==> src/hw/rtl/sva_pkg.sv <==
// Shared types and constants for the sample voice allocator and player.
// Used by every module in hw/rtl; depends on nothing else.
`timescale 1ns / 1ps

package sva_pkg;

  // Default sizing, used as the defaults of the top level parameters.
  localparam int unsigned VOICE_COUNT_DEF = 8;
  localparam int unsigned STORE_WORDS_DEF = 65536;

  // Field widths that the interface fixes.
  localparam int unsigned SAMPLE_W = 16;
  localparam int unsigned SUM_W    = SAMPLE_W + 1;
  localparam int unsigned SLOT_W   = 3;
  localparam int unsigned CFG_IDX_W = 3;

  // Number of sounds that can be triggered.
  localparam int unsigned SOUND_COUNT = 3;

  typedef enum logic [1:0] {
    MODE_LOAD    = 2'd0,
    MODE_TRIGGER = 2'd1,
    MODE_RENDER  = 2'd2
  } mode_e;

  // Configuration register indexes.
  localparam logic [CFG_IDX_W-1:0] CFG_EFFECTS_EN = 3'd0;
  localparam logic [CFG_IDX_W-1:0] CFG_SND0_BASE  = 3'd1;
  localparam logic [CFG_IDX_W-1:0] CFG_SND0_LEN   = 3'd2;
  localparam logic [CFG_IDX_W-1:0] CFG_SND1_BASE  = 3'd3;
  localparam logic [CFG_IDX_W-1:0] CFG_SND1_LEN   = 3'd4;
  localparam logic [CFG_IDX_W-1:0] CFG_SND2_BASE  = 3'd5;
  localparam logic [CFG_IDX_W-1:0] CFG_SND2_LEN   = 3'd6;

  // Reset layout of the sample store: three sounds packed back to back.
  localparam logic [SAMPLE_W-1:0] SND0_BASE_RST = 16'd0;
  localparam logic [SAMPLE_W-1:0] SND0_LEN_RST  = SAMPLE_W'(13824 / 2);
  localparam logic [SAMPLE_W-1:0] SND1_BASE_RST = SAMPLE_W'(13824 / 2);
  localparam logic [SAMPLE_W-1:0] SND1_LEN_RST  = SAMPLE_W'(12636 / 2);
  localparam logic [SAMPLE_W-1:0] SND2_BASE_RST = SAMPLE_W'((13824 + 12636) / 2);
  localparam logic [SAMPLE_W-1:0] SND2_LEN_RST  = SAMPLE_W'(82200 / 2);

  typedef struct packed {
    logic [SAMPLE_W-1:0] base;
    logic [SAMPLE_W-1:0] length;
  } sound_cfg_t;

  typedef struct packed {
    logic                         effects_en;
    sound_cfg_t [SOUND_COUNT-1:0] sound;
  } cfg_t;

  // Per-item result of the voice stage, passed to the store pipeline.
  typedef struct packed {
    logic             left_live;
    logic             right_live;
    logic [SUM_W-1:0] left_sum;
    logic [SUM_W-1:0] right_sum;
    logic             taken;
    logic [SLOT_W-1:0] slot;
  } voice_res_t;

endpackage

==> src/hw/rtl/sva_addr_fold.sv <==
// Two-stage reduction of a 17-bit address sum modulo the store size.
// Depends on sva_pkg.
`timescale 1ns / 1ps

module sva_addr_fold #(
  parameter int unsigned STORE_WORDS = sva_pkg::STORE_WORDS_DEF
) (
  input  logic                             clk_i,
  input  logic [sva_pkg::SUM_W-1:0]        x_i,
  output logic [$clog2(STORE_WORDS)-1:0]   addr_o
);

  localparam int unsigned XW    = sva_pkg::SUM_W;
  localparam int unsigned AW    = $clog2(STORE_WORDS);
  localparam int unsigned NW    = $clog2(STORE_WORDS + 1);
  localparam int unsigned WW    = XW + NW;
  localparam int unsigned RECIP = (1 << XW) / STORE_WORDS;

  // The quotient estimate is the true quotient or one below it.
  logic [2*XW-1:0] prod;
  logic [XW-1:0]   x_q, q_q;
  logic [WW-1:0]   qn, diff, fold;

  assign prod = x_i * XW'(RECIP);

  always_ff @(posedge clk_i) begin
    x_q <= x_i;
    q_q <= prod[2*XW-1:XW];
  end

  assign qn     = q_q * NW'(STORE_WORDS);
  assign diff   = {{NW{1'b0}}, x_q} - qn;
  assign fold   = (diff >= WW'(STORE_WORDS)) ? diff - WW'(STORE_WORDS) : diff;
  assign addr_o = fold[AW-1:0];

endmodule

==> config.mk <==
export PLATFORM = sky130hd
export DESIGN_NAME = sva_addr_fold
export DESIGN_NICKNAME = d
export VERILOG_FILES = /design/src/hw/rtl/sva_pkg.sv /design/src/hw/rtl/sva_addr_fold.sv
export SDC_FILE = /design/constraint.sdc
export NUM_CORES = 1
export LEC_CHECK = 0
export CAP_MARGIN = 20
export CORE_AREA = 2 2 39 41
export CTS_CLUSTER_SIZE = 10
export DETAILED_ROUTE_END_ITERATION = 10
export DIE_AREA = 0 0 41 43
export DONT_BUFFER_PORTS = 1
export PLACE_DENSITY_LB_ADDON = 0.1
export SETUP_SLACK_MARGIN = 0.4
export SLEW_MARGIN = 0
export SYNTH_ARGS = -nofsm -noshare
export SYNTH_HDL_FRONTEND = slang
export SYNTH_SLANG_ARGS = --single-unit
==> constraint.sdc <==
create_clock -name clk_i -period 0.8 [get_ports clk_i]
set_input_delay 0.08 -clock clk_i [delete_from_list [all_inputs] [get_ports clk_i]]
set_output_delay 0.08 -clock clk_i [all_outputs]
set_load 0.1 [all_outputs]
==> impl_metrics.toml <==
[critical_path]
path_max_fanout = 1
startpoint = "x_q[7]$_DFF_P_"
arrival_ns = 0.80
worstSetupEndpoint = "addr_o[7]"
crit_required_ns = 0.72
path_depth = 0
cp-start-kind = "flop"
worstSetupPathType = "reg -> out"
end_kind = "output pin"

[power]
power.net_switching_mw = 0.536
ir_drop_v = 0.00102
p_leak_nw = 0.154
power_density_nw_per_um2 = 3620
seqPwrFrac_pct = 75.1
power_frac_comb_pct = 0
p_int_mw = 0.995
power_frac_clock_pct = 24.9
power.share.switching_pct = 35.0
power.total_mw = 1.53

[finish]
multi_input_gates = 0
drive_gt1_share_pct = 100
regMostFlops = "x_q"
nets = 39
layoutNonFillerInstCount = 35
nFillCells = 139
reg_top3 = "x_q x16"
syn_to_final_growth_pct = 32.0
multi_input_area_um2 = 0
largest_register_ffs = 16
fin_util_pct = 30.6
n_antenna_cell = 0

[synth]
synth_cell_types = 1
muxShareOfSynthArea_pct = 0
synthXorXnorAreaFrac_pct = 0
ys_seq_area_share_pct = 100
syn_inst = 16
synth.top_cells.by_area = "dfxtp_1 (100%)"
syn_area_um2 = 320
synth-compound-area-share_pct = 0
synthSimpleGateAreaFrac_pct = 0
ys_warn_count = 0
synth_top_cell_area_share_pct = 100
ys.flop_type = "dfxtp_1"
synthAdderAreaFrac_pct = 0
async_reset_ff_share_pct = 0
syn-mean-instance-area_um2 = 20.0
yosys_register_bits = 16
synthesis.nets = 34
yosys.area.top_type = "dfxtp_1"
synth_commonest_cells = "dfxtp_1 (16)"
synth-edff-count = 0
yosysMostFrequentCell = "dfxtp_1"

[die]
dieArea_um2 = 1760
rows = 14
io_pins = 34
start_util_pct = 23.1
core_area_um2 = 1380
die_width_um = 41
dieHeight_um = 43

[placed_design]
gp_congestion = 0.452
placed_cells = 32
port_buffers = 0

[drt]
vias = 134
routed_wl_um = 505
via_per_inst = 3.83
drt-pass1-iter-count = 1
drt_iter0_drc = 0
drc = 0
wl_per_cell_um = 14.4
ant_nets = 0

[clock_network]
cts_sinks = 16
cts_tree = "yes"
clk_pin_slew_ns = 0.08
root_buffer = "clkbuf_4"
htreeDepth = 1
cts_buffer_depth = 2
cts-buffers-inserted = 3

[global_routing]
grtUsageTotal_pct = 5.96
grt_pass1_vias = 139
grt_pass1_wl_um = 607
globalRoute.totalOverflow = 0
grt_max_degree = 9
grt_antenna_before_repair = 0

[sta]
fin_crit_ns = 0.884
drv_slew = 0
slew_headroom_pct = 80.7
holdWs_ns = -0.168
tightestPinTransition_ns = 0.291
fin_crit_sh_pct = 111
finalSetupViolations = 16
timing.fmax_mhz = 1130
rsz0062_at_grt = "true"
hold_violations = 16
setup_slack_ns = -0.0844

[worst_hold_path]
worst_hold_path_type = "in -> reg"

[run]
drv_cap = 0

[status]
outcome = "complete, but fails checks"
violations = "negative hold slack, negative setup slack"
what timing repair did:
action	in CTS	in global routing
resized for setup	0	0
cloned	0	0
endpoints found under the hold margin	16	16
setup endpoints to repair	16	16
buffers inserted	0	0
power by group through the flow:
| stage | Combinational [mW] | Clock [mW] | Sequential [mW] |
|---|---|---|---|
| after floorplan | 0 | 0 | 1.16 |
| after global placement | 0 | 0 | 1.17 |
| after detailed placement | 0 | 0 | 1.17 |
| after CTS | 0 | 0.412 | 1.15 |
| after global routing | 0 | 0.458 | 1.16 |
| final | 0 | 0.381 | 1.15 |
per-stage QoR:
stage	area [um2]	worst slack, ns	setup TNS, ns
after floorplan	380	0.216	0
after global placement	400	0.211	0
after detailed placement	400	0.209	0
after CTS	423	-0.103	-1.58
after global routing	423	-0.123	-1.90
final	423	-0.0844	-1.31
worst min path at each step:
stage          depth (start not counted)    start              end
2_1_floorplan                          0   x_i[0]   x_q[0]$_DFF_P_
3_3_place_gp                           0  x_i[12]  x_q[12]$_DFF_P_
3_5_place_dp                           0  x_i[14]  x_q[14]$_DFF_P_
4_1_cts                                0  x_i[12]  x_q[12]$_DFF_P_
5_1_grt                                0   x_i[3]   x_q[3]$_DFF_P_
6_report                               0  x_i[12]  x_q[12]$_DFF_P_
cell families (layout without fill, tap and decap cells):
family	Yosys count	after routing
flip-flops	16	16
buffers and inverters	0	3
layout by cell type (no fill, tap or decap):
cell type / synthesis / final
clkbuf_4: 0 / 3
dfxtp_4: 0 / 16
routing by layer:
layer	part of all wire (%)	track usage [%]	vias up
met4	0.99	8.00	0
met1	29	5.25	60
li1	-	-	55
met3	15	3.14	2
met2	55	7.81	17
met5	0	0	-
area by class of cell:
cell class	count	area [um2]	share of cell area [%]
well taps	16	20.0	4.73
clock buffers	3	22.5	5.33
flip-flops and latches	16	380	89.9
Power figures use the tool's default switching activity.
