**src/hw/rtl/sva_pkg.sv**
```systemverilog
// Shared types and constants for the sample voice allocator and player.
// Used by every module in hw/rtl; depends on nothing else.
`timescale 1ns / 1ps

package sva_pkg;

  // Default sizing, used as the defaults of the top level parameters.
  localparam int unsigned VOICE_COUNT_DEF = 8;
  localparam int unsigned STORE_WORDS_DEF = 65536;

  // Field widths that the interface fixes.
  localparam int unsigned SAMPLE_W = 16;
  localparam int unsigned SUM_W    = SAMPLE_W + 1;
  localparam int unsigned SLOT_W   = 3;
  localparam int unsigned CFG_IDX_W = 3;

  // Number of sounds that can be triggered.
  localparam int unsigned SOUND_COUNT = 3;

  typedef enum logic [1:0] {
    MODE_LOAD    = 2'd0,
    MODE_TRIGGER = 2'd1,
    MODE_RENDER  = 2'd2
  } mode_e;

  // Configuration register indexes.
  localparam logic [CFG_IDX_W-1:0] CFG_EFFECTS_EN = 3'd0;
  localparam logic [CFG_IDX_W-1:0] CFG_SND0_BASE  = 3'd1;
  localparam logic [CFG_IDX_W-1:0] CFG_SND0_LEN   = 3'd2;
  localparam logic [CFG_IDX_W-1:0] CFG_SND1_BASE  = 3'd3;
  localparam logic [CFG_IDX_W-1:0] CFG_SND1_LEN   = 3'd4;
  localparam logic [CFG_IDX_W-1:0] CFG_SND2_BASE  = 3'd5;
  localparam logic [CFG_IDX_W-1:0] CFG_SND2_LEN   = 3'd6;

  // Reset layout of the sample store: three sounds packed back to back.
  localparam logic [SAMPLE_W-1:0] SND0_BASE_RST = 16'd0;
  localparam logic [SAMPLE_W-1:0] SND0_LEN_RST  = SAMPLE_W'(13824 / 2);
  localparam logic [SAMPLE_W-1:0] SND1_BASE_RST = SAMPLE_W'(13824 / 2);
  localparam logic [SAMPLE_W-1:0] SND1_LEN_RST  = SAMPLE_W'(12636 / 2);
  localparam logic [SAMPLE_W-1:0] SND2_BASE_RST = SAMPLE_W'((13824 + 12636) / 2);
  localparam logic [SAMPLE_W-1:0] SND2_LEN_RST  = SAMPLE_W'(82200 / 2);

  typedef struct packed {
    logic [SAMPLE_W-1:0] base;
    logic [SAMPLE_W-1:0] length;
  } sound_cfg_t;

  typedef struct packed {
    logic                         effects_en;
    sound_cfg_t [SOUND_COUNT-1:0] sound;
  } cfg_t;

  // Per-item result of the voice stage, passed to the store pipeline.
  typedef struct packed {
    logic             left_live;
    logic             right_live;
    logic [SUM_W-1:0] left_sum;
    logic [SUM_W-1:0] right_sum;
    logic             taken;
    logic [SLOT_W-1:0] slot;
  } voice_res_t;

endpackage

```
**src/hw/rtl/sva_cfg_regs.sv**
```systemverilog
// Configuration register file: effects enable and the three sound descriptors.
// Depends on sva_pkg.
`timescale 1ns / 1ps

module sva_cfg_regs (
  input  logic                               clk_i,
  input  logic                               rst_ni,
  input  logic                               wr_en_i,
  input  logic [sva_pkg::CFG_IDX_W-1:0]      index_i,
  input  logic [sva_pkg::SAMPLE_W-1:0]       data_i,
  output sva_pkg::cfg_t                      cfg_o
);

  sva_pkg::cfg_t cfg_q, cfg_d;

  always_comb begin
    cfg_d = cfg_q;
    if (wr_en_i) begin
      unique case (index_i)
        sva_pkg::CFG_EFFECTS_EN: cfg_d.effects_en      = data_i[0];
        sva_pkg::CFG_SND0_BASE:  cfg_d.sound[0].base   = data_i;
        sva_pkg::CFG_SND0_LEN:   cfg_d.sound[0].length = data_i;
        sva_pkg::CFG_SND1_BASE:  cfg_d.sound[1].base   = data_i;
        sva_pkg::CFG_SND1_LEN:   cfg_d.sound[1].length = data_i;
        sva_pkg::CFG_SND2_BASE:  cfg_d.sound[2].base   = data_i;
        sva_pkg::CFG_SND2_LEN:   cfg_d.sound[2].length = data_i;
        default: begin
        end
      endcase
    end
  end

  always_ff @(posedge clk_i or negedge rst_ni) begin
    if (!rst_ni) begin
      cfg_q.effects_en      <= 1'b1;
      cfg_q.sound[0].base   <= sva_pkg::SND0_BASE_RST;
      cfg_q.sound[0].length <= sva_pkg::SND0_LEN_RST;
      cfg_q.sound[1].base   <= sva_pkg::SND1_BASE_RST;
      cfg_q.sound[1].length <= sva_pkg::SND1_LEN_RST;
      cfg_q.sound[2].base   <= sva_pkg::SND2_BASE_RST;
      cfg_q.sound[2].length <= sva_pkg::SND2_LEN_RST;
    end else begin
      cfg_q <= cfg_d;
    end
  end

  assign cfg_o = cfg_q;

endmodule

```
**config.mk**
```make
export PLATFORM = sky130hd
export DESIGN_NAME = sva_cfg_regs
export DESIGN_NICKNAME = d
export VERILOG_FILES = /design/src/hw/rtl/sva_pkg.sv /design/src/hw/rtl/sva_cfg_regs.sv
export SDC_FILE = /design/constraint.sdc
export NUM_CORES = 1
export LEC_CHECK = 0
export BUFFER_PORTS_ARGS = -buffer_cell sky130_fd_sc_hd__buf_2
export CORE_ASPECT_RATIO = 0.5
export CORE_UTILIZATION = 39
export DETAILED_ROUTE_END_ITERATION = 7
export SYNTH_ARGS = -nofsm -noshare
export SYNTH_HDL_FRONTEND = slang
export SYNTH_SLANG_ARGS = --single-unit
```
**constraint.sdc**
```tcl
create_clock -name clk_i -period 1.3 [get_ports clk_i]
set_input_delay 0.13 -clock clk_i [delete_from_list [all_inputs] [get_ports clk_i]]
set_output_delay 0.13 -clock clk_i [all_outputs]
set_load 0.1 [all_outputs]
```
==> results_dict.tcl <==
set metrics [dict create \
    crit_path_max_fanout 2 \
    drc_errors 0 \
    synth.area.top_cells "dfrtp_1, dfstp_2, mux2_2" \
    rsz0062_at_grt "false" \
    clock-sinks 97 \
    clock_latency_ns 0.34 \
    start_util_pct 40.70 \
    crit_required_ns 1.17 \
    layout-drive-gt1-share_pct 79.31 \
    fin_nets 365 \
    ant_nets 0 \
    synthTopCellsByCount "dfrtp_1, mux2_2, dfstp_2, mux2_4" \
    clockBufferDepth 2 \
    numCtsBuffers 9 \
    synth_edf_count 0 \
    grt_max_degree 49 \
    die_area_um2 10380 \
    syn-cell-area_um2 3882 \
    critPathLaunch "cfg_o[16]" \
    drt_iter0_drc 56 \
    finClkSkew_ns 0 \
    final_core_util_pct 58.01 \
    critPathLaunchType "register" \
    path_cells "buf_2" \
    antenna_found_initial 0 \
    overflow 0 \
    slowest_delay_ns 0.44 \
    synth_nets 233 \
    synth_top_area_cell "dfrtp_1" \
    diodes 0 \
    synth.avg_cell_area_um2 18.40 \
    reg2reg_slack_ns 0.51 \
    vias 2279 \
    criticalPathCategory "register to primary output" \
    yosysUniqueCellTypes 11 \
    ys_seq_area_share_pct 63.49 \
    dp_hpwl_mm 6.199 \
    final_max_slew_viol_count 0 \
    largest_reg_flops 97 \
    end_kind "primary output" \
    rr_startpoint "cfg_o[46]" \
    dp_cells 466 \
    timing.fmax_mhz 783.3 \
    rows 25 \
    hold_path.class "input port to register" \
    clk_pin_slew_ns 0.07 \
    hold_viol 0 \
    core_um2 9540 \
    tightest_slew_ns 0.5023 \
    yosysWarnings 0 \
    setup_viol 0 \
    worstHoldStart "data_i[13]" \
    grt_pass1_vias 2476 \
    max_slew_margin_pct 66.74 \
    grt_usage_pct 17.63 \
    synthToLayoutAreaGrowth_pct 42.54 \
    yosysTopAreaCellShare_pct 43.18 \
    fin_cells 483 \
    synth_async_sr_flop_share_pct 100.0 \
    crit_family "buffers and inverters" \
    drtPass1Iterations 3 \
    cts_root_buffer "clkbuf_16" \
    syn_inst 211 \
    fin_crit_sh_pct 98.21 \
    critical_path.slowest_cell "buf_2" \
    crit_arrival_ns 1.15 \
    io_pins 119 \
    timing.setup.tns_ns 0 \
    finalCriticalPeriod_ns 1.277 \
    grt_pass1_wl_mm 13.33 \
    die_w_um 143.1 \
    htree_levels 3 \
    post-cts-setup-buffers 0 \
    maxCapViolCount 0 \
    wire_per_inst_um 17.25 \
    gp_congestion 0.6913 \
    vias_per_cell 4.718 \
    cts_tree "yes" \
    io_buffer_count 118 \
    wl_mm 8.333 \
    status "completed" \
    crit_buf_inv 1 \
    synth_ff_type "dfrtp_1" \
    yosys_register_bits 97 \
    chipHeight_um 72.55 \
]
==> kinds of logic (layout without fill, tap and decap cells) <==
group         Yosys count  in the layout  synth area share, %
flops                  97             97                63.49
buf+inv                10            147                3.126
mux                    97             97                31.03
simple gates            7              7                2.353
==> stage by stage <==
| stage | setup slack (ns) | instance area [um2] | hold slack [ns] |
|---|---|---|---|
| finish | 0.02331 | 5534 | 0.08848 |
| global route | 0.000002220 | 5534 | 0.07984 |
| CTS | 0.004154 | 5494 | 0.07577 |
| detailed placement | 0.004553 | 5151 | -0.02827 |
| global placement | 0.03593 | 5151 | -0.03082 |
| floorplan | 0.04048 | 3882 | -0.1656 |
==> cell usage in the layout, fill, tap and decap left out, types with 3 or more instances in the layout <==
| cell type | n |
|---|---|
| dfrtp_1 | 67 |
| clkbuf_16 | 9 |
| nand4b_2 | 3 |
| mux2_4 | 30 |
| mux2_2 | 67 |
| buf_4 | 8 |
| dfstp_2 | 30 |
| and4bb_1 | 3 |
| clkbuf_4 | 16 |
| buf_2 | 69 |
| buf_12 | 37 |
==> path summary, 6_finish.rpt <==
check	end	cells after the start
hold reg to reg	cfg_o[3]	1
min in group asynchronous	cfg_o[47]	2
setup reg to reg	cfg_o[46]	1
hold / removal	cfg_o[29]	2
setup / recovery	cfg_o[16]	1
max in group asynchronous	cfg_o[9]	3
==> cell type report <==
class / instances / area, um2
multi-input cells: 104 / 1296
well taps: 135 / 168.9
clock buffers: 10 / 239.0
flip-flops and latches: 97 / 2465
repair buffers: 131 / 1276
fillers: 762 / 4006
clock inverters: 6 / 88.84
==> per-layer routing <==
metal	part of all wire (%)	track usage [%]	vias up
li1	-	-	1019
met1	44	21.36	1193
met2	50	29.54	54
met3	4.8	5.677	13
met4	1.3	7.049	0
met5	0	0	-
==> timing repair <==
item                                    in CTS  in global routing
pin swaps                                    0                  0
hold endpoints to repair                    68                  0
resized for setup                            2                 16
hold buffers                                 1                  0
endpoints found under the setup margin       2                 16
cloned                                       0                  0
Power is left out: the tool's default activity adds up to more than one toggle a clock period on the data nets, which glitch-free logic cannot reach.
