## src/hw/rtl/sva_pkg.sv

```systemverilog
// Shared types and constants for the sample voice allocator and player.
// Used by every module in hw/rtl; depends on nothing else.
`timescale 1ns / 1ps

package sva_pkg;

  // Default sizing, used as the defaults of the top level parameters.
  localparam int unsigned VOICE_COUNT_DEF = 8;
  localparam int unsigned STORE_WORDS_DEF = 65536;

  // Field widths that the interface fixes.
  localparam int unsigned SAMPLE_W = 16;
  localparam int unsigned SUM_W    = SAMPLE_W + 1;
  localparam int unsigned SLOT_W   = 3;
  localparam int unsigned CFG_IDX_W = 3;

  // Number of sounds that can be triggered.
  localparam int unsigned SOUND_COUNT = 3;

  typedef enum logic [1:0] {
    MODE_LOAD    = 2'd0,
    MODE_TRIGGER = 2'd1,
    MODE_RENDER  = 2'd2
  } mode_e;

  // Configuration register indexes.
  localparam logic [CFG_IDX_W-1:0] CFG_EFFECTS_EN = 3'd0;
  localparam logic [CFG_IDX_W-1:0] CFG_SND0_BASE  = 3'd1;
  localparam logic [CFG_IDX_W-1:0] CFG_SND0_LEN   = 3'd2;
  localparam logic [CFG_IDX_W-1:0] CFG_SND1_BASE  = 3'd3;
  localparam logic [CFG_IDX_W-1:0] CFG_SND1_LEN   = 3'd4;
  localparam logic [CFG_IDX_W-1:0] CFG_SND2_BASE  = 3'd5;
  localparam logic [CFG_IDX_W-1:0] CFG_SND2_LEN   = 3'd6;

  // Reset layout of the sample store: three sounds packed back to back.
  localparam logic [SAMPLE_W-1:0] SND0_BASE_RST = 16'd0;
  localparam logic [SAMPLE_W-1:0] SND0_LEN_RST  = SAMPLE_W'(13824 / 2);
  localparam logic [SAMPLE_W-1:0] SND1_BASE_RST = SAMPLE_W'(13824 / 2);
  localparam logic [SAMPLE_W-1:0] SND1_LEN_RST  = SAMPLE_W'(12636 / 2);
  localparam logic [SAMPLE_W-1:0] SND2_BASE_RST = SAMPLE_W'((13824 + 12636) / 2);
  localparam logic [SAMPLE_W-1:0] SND2_LEN_RST  = SAMPLE_W'(82200 / 2);

  typedef struct packed {
    logic [SAMPLE_W-1:0] base;
    logic [SAMPLE_W-1:0] length;
  } sound_cfg_t;

  typedef struct packed {
    logic                         effects_en;
    sound_cfg_t [SOUND_COUNT-1:0] sound;
  } cfg_t;

  // Per-item result of the voice stage, passed to the store pipeline.
  typedef struct packed {
    logic             left_live;
    logic             right_live;
    logic [SUM_W-1:0] left_sum;
    logic [SUM_W-1:0] right_sum;
    logic             taken;
    logic [SLOT_W-1:0] slot;
  } voice_res_t;

endpackage

```

## src/hw/rtl/sva_voice_ctrl.sv

```systemverilog
// Voice slot state: allocation of free slots on trigger and position advance on render.
// Depends on sva_pkg.
`timescale 1ns / 1ps

module sva_voice_ctrl #(
  parameter int unsigned VOICE_COUNT = sva_pkg::VOICE_COUNT_DEF
) (
  input  logic                 clk_i,
  input  logic                 rst_ni,
  input  logic                 valid_i,
  input  sva_pkg::mode_e       mode_i,
  input  logic [1:0]           pair_i,
  input  logic [1:0]           sound_id_i,
  input  sva_pkg::cfg_t        cfg_i,
  output sva_pkg::voice_res_t  res_o
);

  localparam int unsigned VW = (VOICE_COUNT > 1) ? $clog2(VOICE_COUNT) : 1;
  localparam int unsigned IW = (VW > 3) ? VW : 3;
  localparam int unsigned SW = sva_pkg::SAMPLE_W;
  localparam int unsigned XW = sva_pkg::SUM_W;

  logic [VOICE_COUNT-1:0] active_q, active_d;
  logic [1:0]             sound_q [VOICE_COUNT];
  logic [1:0]             sound_d [VOICE_COUNT];
  logic [SW-1:0]          pos_q   [VOICE_COUNT];
  logic [SW-1:0]          pos_d   [VOICE_COUNT];

  logic [IW-1:0] side_idx    [2];
  logic [VW-1:0] side_vi     [2];
  logic          side_active [2];
  logic          side_bad    [2];
  logic          side_live   [2];
  logic          side_end    [2];
  logic [1:0]    side_snd    [2];
  logic [1:0]    side_sel    [2];
  logic [SW-1:0] side_pos    [2];
  logic [XW-1:0] side_sum    [2];
  logic [XW-1:0] side_next   [2];

  logic          is_render;
  logic          trig_ok;
  logic          found;
  logic [VW-1:0] grant;

  assign is_render = valid_i && (mode_i == sva_pkg::MODE_RENDER);
  assign trig_ok   = valid_i && (mode_i == sva_pkg::MODE_TRIGGER) && cfg_i.effects_en &&
                     (sound_id_i < 2'(sva_pkg::SOUND_COUNT));

  // The even voice of the pair feeds the left side, the odd voice the right side.
  always_comb begin
    for (int s = 0; s < 2; s++) begin
      side_idx[s]    = IW'({pair_i, 1'(s)});
      side_vi[s]     = side_idx[s][VW-1:0];
      side_active[s] = ({1'b0, side_idx[s]} < (IW + 1)'(VOICE_COUNT)) &&
                       active_q[side_vi[s]];
      side_snd[s]    = sound_q[side_vi[s]];
      side_pos[s]    = pos_q[side_vi[s]];
      side_bad[s]    = side_snd[s] >= 2'(sva_pkg::SOUND_COUNT);
      side_sel[s]    = side_bad[s] ? 2'd0 : side_snd[s];
      side_live[s]   = side_active[s] && !side_bad[s];
      side_sum[s]    = {1'b0, cfg_i.sound[side_sel[s]].base} + {1'b0, side_pos[s]};
      side_next[s]   = {1'b0, side_pos[s]} + XW'(1);
      side_end[s]    = side_next[s] >= {1'b0, cfg_i.sound[side_sel[s]].length};
    end
  end

  // Lowest-numbered free slot.
  always_comb begin
    found = 1'b0;
    grant = '0;
    for (int v = 0; v < VOICE_COUNT; v++) begin
      if (!found && !active_q[v]) begin
        found = 1'b1;
        grant = VW'(v);
      end
    end
  end

  always_comb begin
    active_d = active_q;
    sound_d  = sound_q;
    pos_d    = pos_q;
    if (trig_ok && found) begin
      active_d[grant] = 1'b1;
      sound_d[grant]  = sound_id_i;
      pos_d[grant]    = '0;
    end
    for (int s = 0; s < 2; s++) begin
      if (is_render && side_active[s]) begin
        if (side_bad[s]) begin
          active_d[side_vi[s]] = 1'b0;
        end else if (side_end[s]) begin
          active_d[side_vi[s]] = 1'b0;
          pos_d[side_vi[s]]    = '0;
        end else begin
          pos_d[side_vi[s]]    = side_next[s][SW-1:0];
        end
      end
    end
  end

  always_ff @(posedge clk_i or negedge rst_ni) begin
    if (!rst_ni) begin
      active_q <= '0;
      for (int v = 0; v < VOICE_COUNT; v++) begin
        sound_q[v] <= '0;
        pos_q[v]   <= '0;
      end
    end else begin
      active_q <= active_d;
      sound_q  <= sound_d;
      pos_q    <= pos_d;
    end
  end

  always_comb begin
    res_o.left_live  = is_render && side_live[0];
    res_o.right_live = is_render && side_live[1];
    res_o.left_sum   = side_sum[0];
    res_o.right_sum  = side_sum[1];
    res_o.taken      = trig_ok && found;
    res_o.slot       = (trig_ok && found) ? sva_pkg::SLOT_W'(grant) : '0;
  end

endmodule

```

## config.mk

```make
export PLATFORM = sky130hd
export DESIGN_NAME = sva_voice_ctrl
export DESIGN_NICKNAME = d
export VERILOG_FILES = /design/src/hw/rtl/sva_pkg.sv /design/src/hw/rtl/sva_voice_ctrl.sv
export SDC_FILE = /design/constraint.sdc
export NUM_CORES = 1
export LEC_CHECK = 0
export ABC_AREA = 1
export CORE_MARGIN = 8
export CORE_UTILIZATION = 65
export DETAILED_ROUTE_END_ITERATION = 10
export DONT_BUFFER_PORTS = 1
export PLACE_DENSITY = 0.81
export SYNTH_ARGS = -nofsm -noshare
export SYNTH_HDL_FRONTEND = slang
export SYNTH_SLANG_ARGS = --single-unit
export TNS_END_PERCENT = 1
```

## constraint.sdc

```tcl
create_clock -name clk_i -period 7.5 [get_ports clk_i]
set_clock_uncertainty 0.1 [all_clocks]
set_input_delay 1.5 -clock clk_i [delete_from_list [all_inputs] [get_ports clk_i]]
set_output_delay 1.5 -clock clk_i [all_outputs]
set_load 0.05 [all_outputs]
```

==> results by stage, run 1 <==
Status:
- The flow ran to the end, and the final reports show no timing, DRC or antenna violations.

Clocking:
- The H-tree depth is 4.
- The clock tree from TritonCTS is done.
- The cts-stage hold buffer count is 0.
- The CTS buffer count is 17.
- The cell sitting at the root of the clock tree is a clkbuf_16.
- At the later pin of the worst-skew pair, clock insertion delay measures 0.44 ns.
- The number of gates resized after CTS was 0.
- The number of buffers inserted by post-CTS setup repair is 0.
- The clock tree buffer depth is 2.
- Clock-pin slew was measured on the worst setup and hold paths at 0.07 ns.
- CTS saw 152 sinks.

STA:
- The measured slew at the worst slew-check pin is 1.06 ns.
- Once routing completed, OpenROAD measured the worst setup slack at 0.693 ns.
- The final critical-path required period is 6.81 ns.
- Setup violations remaining at the end of the flow were counted as 0.
- Headroom to the max-slew limit came out at 29.3%.
- The final-report hold violation count is 0.
- The count of pins over their slew limit is 0.
- Setup repair after global routing left no endpoint under its margin.
- The fmax is 147 MHz.
- Hold timing on the final database bottoms out at a slack of 0.384 ns.
- The post-route fraction of the period consumed by the critical path is 90.8%.
- In the final timing run, aggregate negative setup slack is 0 ns.

Synthesis:
- The most common cell in the netlist is nand2_1.
- After synthesis, the largest area contributor takes up 33.6% of total cell area.
- The fraction of synthesis flops using an asynchronous set or reset pin is 100%.
- The most used flip-flop cell after synthesis is dfrtp_1.
- Yosys mapped a number of flops with a built-in enable equal to 0.
- Counting every net in the synthesized netlist gives 1,840.
- The register bit total from synthesis is 152.
- The number of distinct library cells after synthesis is 50.
- The library cell occupying the most area in the post-synthesis netlist is dfrtp_1.
- Ranked by total cell area, the synthesized netlist is headed by dfrtp_1, nand2_1, ha_1, inv_1, nand3_1.
- The sequential element share of the synthesized area is 33.6%.
- The synthesized area is 11,300 um2.
- Counting every instance in the synthesized netlist gives 1,666.
- In this run the mean area of a mapped cell was 6.80 um2.
- The number of synthesis warnings is 0.
- Counting instances in the post-synthesis netlist gives the leading cell types as nand2_1, inv_1, dfrtp_1.

Floorplanning:
- The total area inside the core boundary comes to 17,200 um2.
- The die outline area is 21,900 um2.
- In this run the core area contains 48 standard-cell rows.
- The number of top-level pins is 146.
- From left edge to right edge, the die measures 148 um.
- In this run the vertical extent of the chip is 148 um.
- The initial utilization of the core area, before any placement, comes to 65.9%.

Route:
- In the routed layout, each cell is associated on average with a via count of 6.19.
- The routed layout has 11,873 vias.
- For this run, design rule violations remaining after detail routing come to 0.
- For this run, the detailed router's first-pass iteration total came to 6.
- In this run, the number of DRC markers left after iteration 0 of detailed routing was 1,444.
- Wires add up to 38,700 um.
- The average wire per cell in the routed design is 20.2 um.
- The antenna violation net count after detailed routing is 0.

Critical path:
- The signal on the critical path passes through inv_2, nand2_1, nor2_1, a221oi_1, nand2_1, nand2_1, buf_4, inv_1, nand2_1, o221ai_1, ha_1, fa_1, nand3_1, nand2_1, a21boi_0, o21ai_0, a21oi_1, nor2_1, nor2_1, xnor2_1, buf_4.
- The kind of capture point of the worst setup path is an output pin.
- Along the worst path, the maximum fanout reaches 24.
- For this run, the slowest stage of the critical path takes 0.47 ns.
- Grouping stages by cell kind, the critical path spends the most delay in simple AND/OR/NAND/NOR gates.
- The most numerous cell type found on the critical path is nand2_1.
- The number of logic stages on the critical path including buffering is 21.
- The start-to-end type of the worst setup path is in2out.
- Counting both buffers and inverters, the worst setup path holds a total of 4.
- The depth of the worst register-to-register path is 19.
- The sort of element at the start of the critical path is a primary input.
- The largest individual stage delay along the critical path comes from the cell fa_1.
- STA puts the critical path data arrival time at 5.21 ns.
- The required time reported for the critical path endpoint is 5.90 ns.

Placed design:
- Prior to clock tree synthesis, the placed netlist has a worst setup slack of 0.760 ns.
- At the end of routability-driven placement, the weighted congestion stood at 1.08.
- The count of buffers from port buffering is 0.
- Once placement completed, the tool counted placed cells totaling 1,887.
- Once detailed placement completed, the half-perimeter wirelength came to 29,800 um.

Pwr:
- The worst-case vdd ir drop is 0.220 mV.
- The power per standard cell area is 251 nW/um2.
- The analysis attributes to cell leakage a power of 6.72 nW.

Cells and area:
- The number of cells in the finished layout apart from fillers is 1,919.
- Of the cells placed in the final design, the portion with a size suffix greater than 1 is 7.20%.
- At the end of the flow the core is filled with cells to 71.5%.
- The number of diodes added for antenna fixing is 0.
- After the last flow step, the layout net total stands at 1,855.
- The signed area change from the synthesized netlist to the final layout is 8.50%.

Worst hold path:
- The kind of path behind the tightest hold check is reg2reg.
- The worst hold path passes through 2 cells.

Global route:
- The number of global-route vias before repair was 11,205.
- The initial antenna violation count is 0.
- The total congestion overflow after global routing is 0.
- The maximum number of pins on one net before global-route repair is 153.
- The total routing resource utilization after global routing is 35.2%.
- The wire length of the first global-routing pass is 60,500 um.

Job:
- The count of max-cap constraint violations is 0.
-- metal layers --
metal | track usage (%) | up-vias | wire [um]
li1 | - | 5472 | -
met2 | 57.0 | 765 | 18200
met4 | 17.2 | 0 | 1800
met5 | 0 | - | 0
met1 | 44.9 | 5503 | 14900
met3 | 5.78 | 133 | 3810
-- cell usage in the layout (no fill, tap or decap), types with 3 or more instances in the layout --
| cell type | count |
|---|---|
| buf_4 | 44 |
| nor2_2 | 12 |
| a21oi_1 | 91 |
| nand3_1 | 96 |
| nor4_1 | 4 |
| nor2_1 | 109 |
| nor3_1 | 7 |
| nand2_1 | 576 |
| a22oi_1 | 4 |
| o21ai_0 | 71 |
| a221oi_1 | 3 |
| inv_6 | 3 |
| xor2_1 | 35 |
| o22ai_1 | 45 |
| xnor2_1 | 10 |
| inv_8 | 6 |
| o211ai_1 | 14 |
| inv_1 | 179 |
| dfrtp_1 | 152 |
| o21bai_1 | 4 |
| inv_2 | 18 |
| nand2_2 | 3 |
| nand4_1 | 9 |
| ha_1 | 66 |
| clkinv_8 | 4 |
| a21boi_0 | 3 |
| clkbuf_16 | 17 |
| o21ai_1 | 65 |
| o221ai_1 | 10 |
-- sequential cells by signal, summed over array words and instances (netlist names) --
| signal | count |
|---|---|
| pos_q | 128 |
| sound_q | 16 |
| active_q | 8 |
-- cell type report --
| cell class | count | area [um2] |
|---|---|---|
| multi-input combinational | 1265 | 6500 |
| fill | 1405 | 4890 |
| sequential | 152 | 3800 |
| inverter | 200 | 753 |
| clock buffer | 17 | 425 |
| timing repair buffer | 45 | 350 |
| tap | 225 | 282 |
| clock inverter | 15 | 175 |
-- stage by stage --
| step | cell area (um2) | power, mW |
|---|---|---|
| floorplan | 11300 | 1.85 |
| global placement | 11700 | 2.18 |
| CTS | 12300 | 3.05 |
| finish | 12300 | 3.08 |
| detailed placement | 11700 | 2.20 |
| global route | 12300 | 3.21 |
-- cell families after synthesis --
family / share of synthesized area, %
AND/OR/NAND/NOR: 29.9
AO/OA/AOI/OAI: 16.1
buffers and inverters: 9.04
flip-flops: 33.6
adder cells (fa/ha/maj): 7.64
XOR/XNOR: 3.77
-- worst min-delay path: stages, from the launching register on --
cell and delay, ns:
dfrtp_1 0.35, nand2_1 0.06, nand2_1 0.05
-- where the power goes --
| part | internal [mW] | total (mW) | leakage [nW] | switching [mW] |
|---|---|---|---|---|
| Combinational | 0.362 | 1.26 | 4.36 | 0.902 |
| Clock | 0.451 | 0.868 | 0.291 | 0.417 |
| Sequential | 0.893 | 0.947 | 2.07 | 0.0546 |
| Total | 1.71 | 3.08 | 6.72 | 1.37 |
-- worst paths after layout --
path                            startpoint  slack [ns]   endpoint
max in group asynchronous           rst_ni        6.33  pos_q[15]
worst max register to register   pos_q[96]        3.06  pos_q[66]
min in group asynchronous           rst_ni        0.65  pos_q[88]
worst min-delay path             pos_q[15]        0.38  pos_q[15]
worst max-delay path             pair_i[1]        0.69  res_o[14]
worst min register to register   pos_q[15]        0.38  pos_q[15]
No activity file was read; power rests on OpenSTA's default activity.
==> run 2: changes to the inputs <==
ABC_AREA = not set   (was 1)
==> run 2 against run 1 <==
  * Combinational power down 6%
  * Final cell count down 29%
  * Total power down 6.7%
  * Critical path depth down 8
  * Global-route usage down 1.5 points
  * Critical endpoint is now res_o[20]
  * Largest cell class unchanged
  * Largest power group unchanged
  * Highest routed layer is now met5
==> results by stage, run 2 <==
Synthesis:
- The number of synthesis warnings came to 0 (unchanged).
- The synthesized area is 10,500 um2 (was 11,300 um2).
- The count of mapped cells out of synthesis is 1,130 (was 1,666).
- The portion of synthesized cell area occupied by the leading cell type is 36.3% (was 33.6%).
- The library cell occupying the most area in the post-synthesis netlist is dfrtp_1 (unchanged).
- The post-synthesis net count is 1,304 (was 1,840).
- The sequential element share of the synthesized area was 36.3% (was 33.6%).
- Biggest area contributors in the synthesized netlist: dfrtp_1, ha_1, o21ai_0, nand2_1, mux4_2 (was dfrtp_1, nand2_1, ha_1, inv_1, nand3_1).
- The leading register cell type out of synthesis is dfrtp_1 (unchanged).
- The number of synthesized flops with an enable pin is 0 (unchanged).
- The most common cell in the netlist is dfrtp_1 (was nand2_1).
- Commonest cells in the synthesized netlist: dfrtp_1, nand2_1, o21ai_0 (was nand2_1, inv_1, dfrtp_1).
- The number of distinct library cells after synthesis came to 78 (was 50).
- The mean instance size in the synthesized netlist is 9.28 um2 (was 6.80 um2).
- The fraction of synthesis flops using an asynchronous set or reset pin is 100% (unchanged).
- The register bit total from synthesis is 152 (unchanged).

Pwr:
- The leakage dissipation was 5.35 nW (was 6.72 nW).
- The total power draw was 2.87 mW (was 3.08 mW).
- The power per standard cell area is 250 nW/um2 (was 251 nW/um2).
- The worst-case vdd ir drop is 0.191 mV (was 0.220 mV).

Clocking:
- The H-tree depth is 4 (unchanged).
- The clock tree buffer depth came to 2 (unchanged).
- The clock-pin slew on the worst setup and hold paths is 0.06 ns (was 0.07 ns).
- The cts-stage hold buffer count is 0 (unchanged).
- The clock tree root driver cell was clkbuf_16 (unchanged).
- The number of buffers inserted by post-CTS setup repair was 0 (unchanged).
- The CTS buffer count is 17 (unchanged).
- The number of sinks driven by the clock tree is 152 (unchanged).
- The post-cts resize count is 0 (unchanged).
- The clock tree from TritonCTS is done (unchanged).
- The latest clock arrival within the worst-skew pair is 0.44 ns (about the same).

Route:
- The number of detailed-routing iterations run before antenna repair is 7 (was 6).
- The initial DRC count is 988 (was 1,444).
- The average wire per cell in the routed design is 25.3 um (was 20.2 um).
- The antenna violation net count after detailed routing is 0 (unchanged).
- The detailed-route DRC error count is 0 (unchanged).
- The detailed-route via count was 9,470 (was 11,873).
- The sum of routed wire length over all layers is 34,600 um (was 38,700 um).
- The average via count per standard cell is 6.92 (was 6.19).

STA:
- RSZ-0062 raised after global routing: no (unchanged).
- The measured slew at the worst slew-check pin is 1.17 ns (was 1.06 ns).
- The post-route fraction of the period consumed by the critical path is 92.7% (was 90.8%).
- The count of pins over their slew limit is 0 (unchanged).
- The final total negative setup slack is 0 ns (unchanged).
- The worst relative slew slack is 21.6% (was 29.3%).
- The fmax came to 144 MHz (was 147 MHz).
- The slack of the critical path was 0.548 ns (was 0.693 ns).
- The final-report hold violation count is 0 (unchanged).
- The final count of negative-setup-slack endpoints is 0 (unchanged).
- The final critical-path required period was 6.95 ns (was 6.81 ns).

Cells and area:
- The number of flip-flops in the largest register is 128 (unchanged).
- Registers with the most flip-flops: pos_q: 128 flops, sound_q: 16 flops, active_q: 8 flops (unchanged).
- The end-of-flow core utilization is 72.6% (was 71.5%).
- The number of cells in the finished layout apart from fillers is 1,368 (was 1,919).
- The register with the most flip-flops is pos_q (unchanged).
- The number of nets at the end of the flow was 1,314 (was 1,855).
- The layout cell share with drive strength beyond 1 was 11.9% (was 7.20%).
- Top library cells by usage in the layout, fill and taps aside: dfrtp_1, nand2_1, o21ai_0 (was nand2_1, inv_1, dfrtp_1).
- The number of diodes added for antenna fixing is 0 (unchanged).
- The signed area change from the synthesized netlist to the final layout is 9.58% (was 8.50%).
- The commonest non-fill, non-tap cell in the layout is dfrtp_1 (was nand2_1).

Critical path:
- The kind of capture point of the worst setup path is an output pin (unchanged).
- The depth of the worst register-to-register path is 15 (was 19).
- The start-to-end type of the worst setup path is in2out (unchanged).
- The slack of the worst reg-to-reg path is 2.04 ns (was 3.06 ns).
- The reg-to-reg critical path startpoint is pos_q[80] (was pos_q[96]).
- The maximum fanout along the worst path is 47 (was 24).
- The capturing point of the worst reg2reg path was pos_q[114] (was pos_q[66]).
- The required time reported for the critical path endpoint was 5.90 ns (about the same).
- The sort of element at the start of the critical path was a primary input (unchanged).
- The arrival time reported for the critical path endpoint is 5.35 ns (was 5.21 ns).

Placed design:
- The number of cells after detailed placement came to 1,337 (was 1,887).
- The count of buffers from port buffering is 0 (unchanged).
- The placed wire-length estimate after detailed placement came to 25,500 um (was 29,800 um).
- The weighted congestion at the end of routability-driven global placement was 1.01 (was 1.08).
- The setup slack after placement is 0.647 ns (was 0.760 ns).

Worst hold path:
- The hold path startpoint is pos_q[40] (was pos_q[15]).
- The kind of path behind the tightest hold check is reg2reg (unchanged).
- The cell count of the worst hold path is 2 (unchanged).
- The worst min-delay path endpoint is pos_q[40] (was pos_q[15]).

Global route:
- The total congestion overflow after global routing came to 0 (unchanged).
- The maximum number of pins on one net before global-route repair is 153 (unchanged).
- The wire length of the first global-routing pass is 51,900 um (was 60,500 um).
- The total routing resource utilization after global routing is 33.7% (was 35.2%).
- The number of global-route vias before repair is 9,247 (was 11,205).
- The initial antenna violation count came to 2 (was 0).

Floorplanning:
- The die span in y is 143 um (was 148 um).
- The number of top-level pins is 146 (unchanged).
- The number of placement rows is 46 (was 48).
- The starting density of the core is 66.3% (was 65.9%).
- The die width is 143 um (was 148 um).
- The die outline area is 20,500 um2 (was 21,900 um2).
- The area of the core is 15,800 um2 (was 17,200 um2).

Status:
- Status: complete, no violations (unchanged).

Job:
- The count of max-cap constraint violations is 0 (unchanged).
run 2: cell count changes after synthesis, moves of 25 or more:
cell	change
a21oi_1	-47
inv_1	-137
nand2_1	-426
nand3_1	-74
o21ai_0	+75
o21ai_1	-51
o22a_1	+30
xnor2_1	+25
run 2: cells by family (layout without fill, tap and decap cells):
kind of cell	count (synthesis)	count (layout)	share of synthesized area, %
adders and majority gates	68	68	8.25
AOI/OAI and AO/OA	352	352	20.9
buffers and inverters	99	121	4.58
xor gates and xnor gates	56	56	4.68
and+or+nand+nor	344	344	14.9
DFF	152	152	36.3
muxes	59	59	10.4
run 2: layout make-up:
class | instances | area (um2)
Inverter | 43 | 161
Clock inverter | 11 | 100
Timing Repair Buffer | 47 | 490
Multi-Input combinational cell | 879 | 6220
Fill cell | 1154 | 4330
Clock buffer | 20 | 447
Sequential cell | 152 | 3800
Tap cell | 216 | 270
run 2: metrics by stage:
step / instance area, um2 / hold WS [ns]
after floorplan: 10500 / 0.342
after global routing: 11500 / 0.401
after global placement: 10900 / 0.353
final: 11500 / 0.379
after CTS: 11500 / 0.377
after detailed placement: 10900 / 0.365
run 2: worst max path at each step:
stage                         start        end  slack (ns)  cells after the start
after global routing      pair_i[0]  res_o[20]        0.34                     13
after global placement    pair_i[0]  res_o[20]        0.72                     13
after CTS                 pair_i[0]  res_o[20]        0.61                     13
after detailed placement  pair_i[0]  res_o[20]        0.65                     13
final                     pair_i[0]  res_o[20]        0.55                     13
after floorplan           pair_i[0]  res_o[37]        0.15                     19
run 2: power breakdown:
part	total (mW)	switching [mW]	internal, mW
logic	1.18	0.750	0.428
clock network	0.802	0.340	0.462
registers	0.893	0.0325	0.861
total	2.87	1.12	1.75
run 2: worst max-delay path, stage by stage:
cell and delay, ns:
mux4_2 0.55, or2b_1 0.30, o22ai_1 0.17, nor2_1 0.07, ha_1 0.23, fa_1 0.49
a211oi_1 0.26, o21bai_1 0.12, a21oi_1 0.34, o21bai_1 0.15, a311o_1 0.35, a2111oi_0 0.53
nor3_2 0.26
run 2: metal layers:
layer | part of all wire [%] | wire, um | vias up | GRT usage, %
li1 | - | - | 4148 | -
met1 | 36 | 12300 | 4565 | 39.0
met2 | 45 | 15500 | 638 | 52.5
met3 | 15 | 5160 | 115 | 15.0
met4 | 4.5 | 1550 | 4 | 15.7
met5 | 0.078 | 27 | - | 0
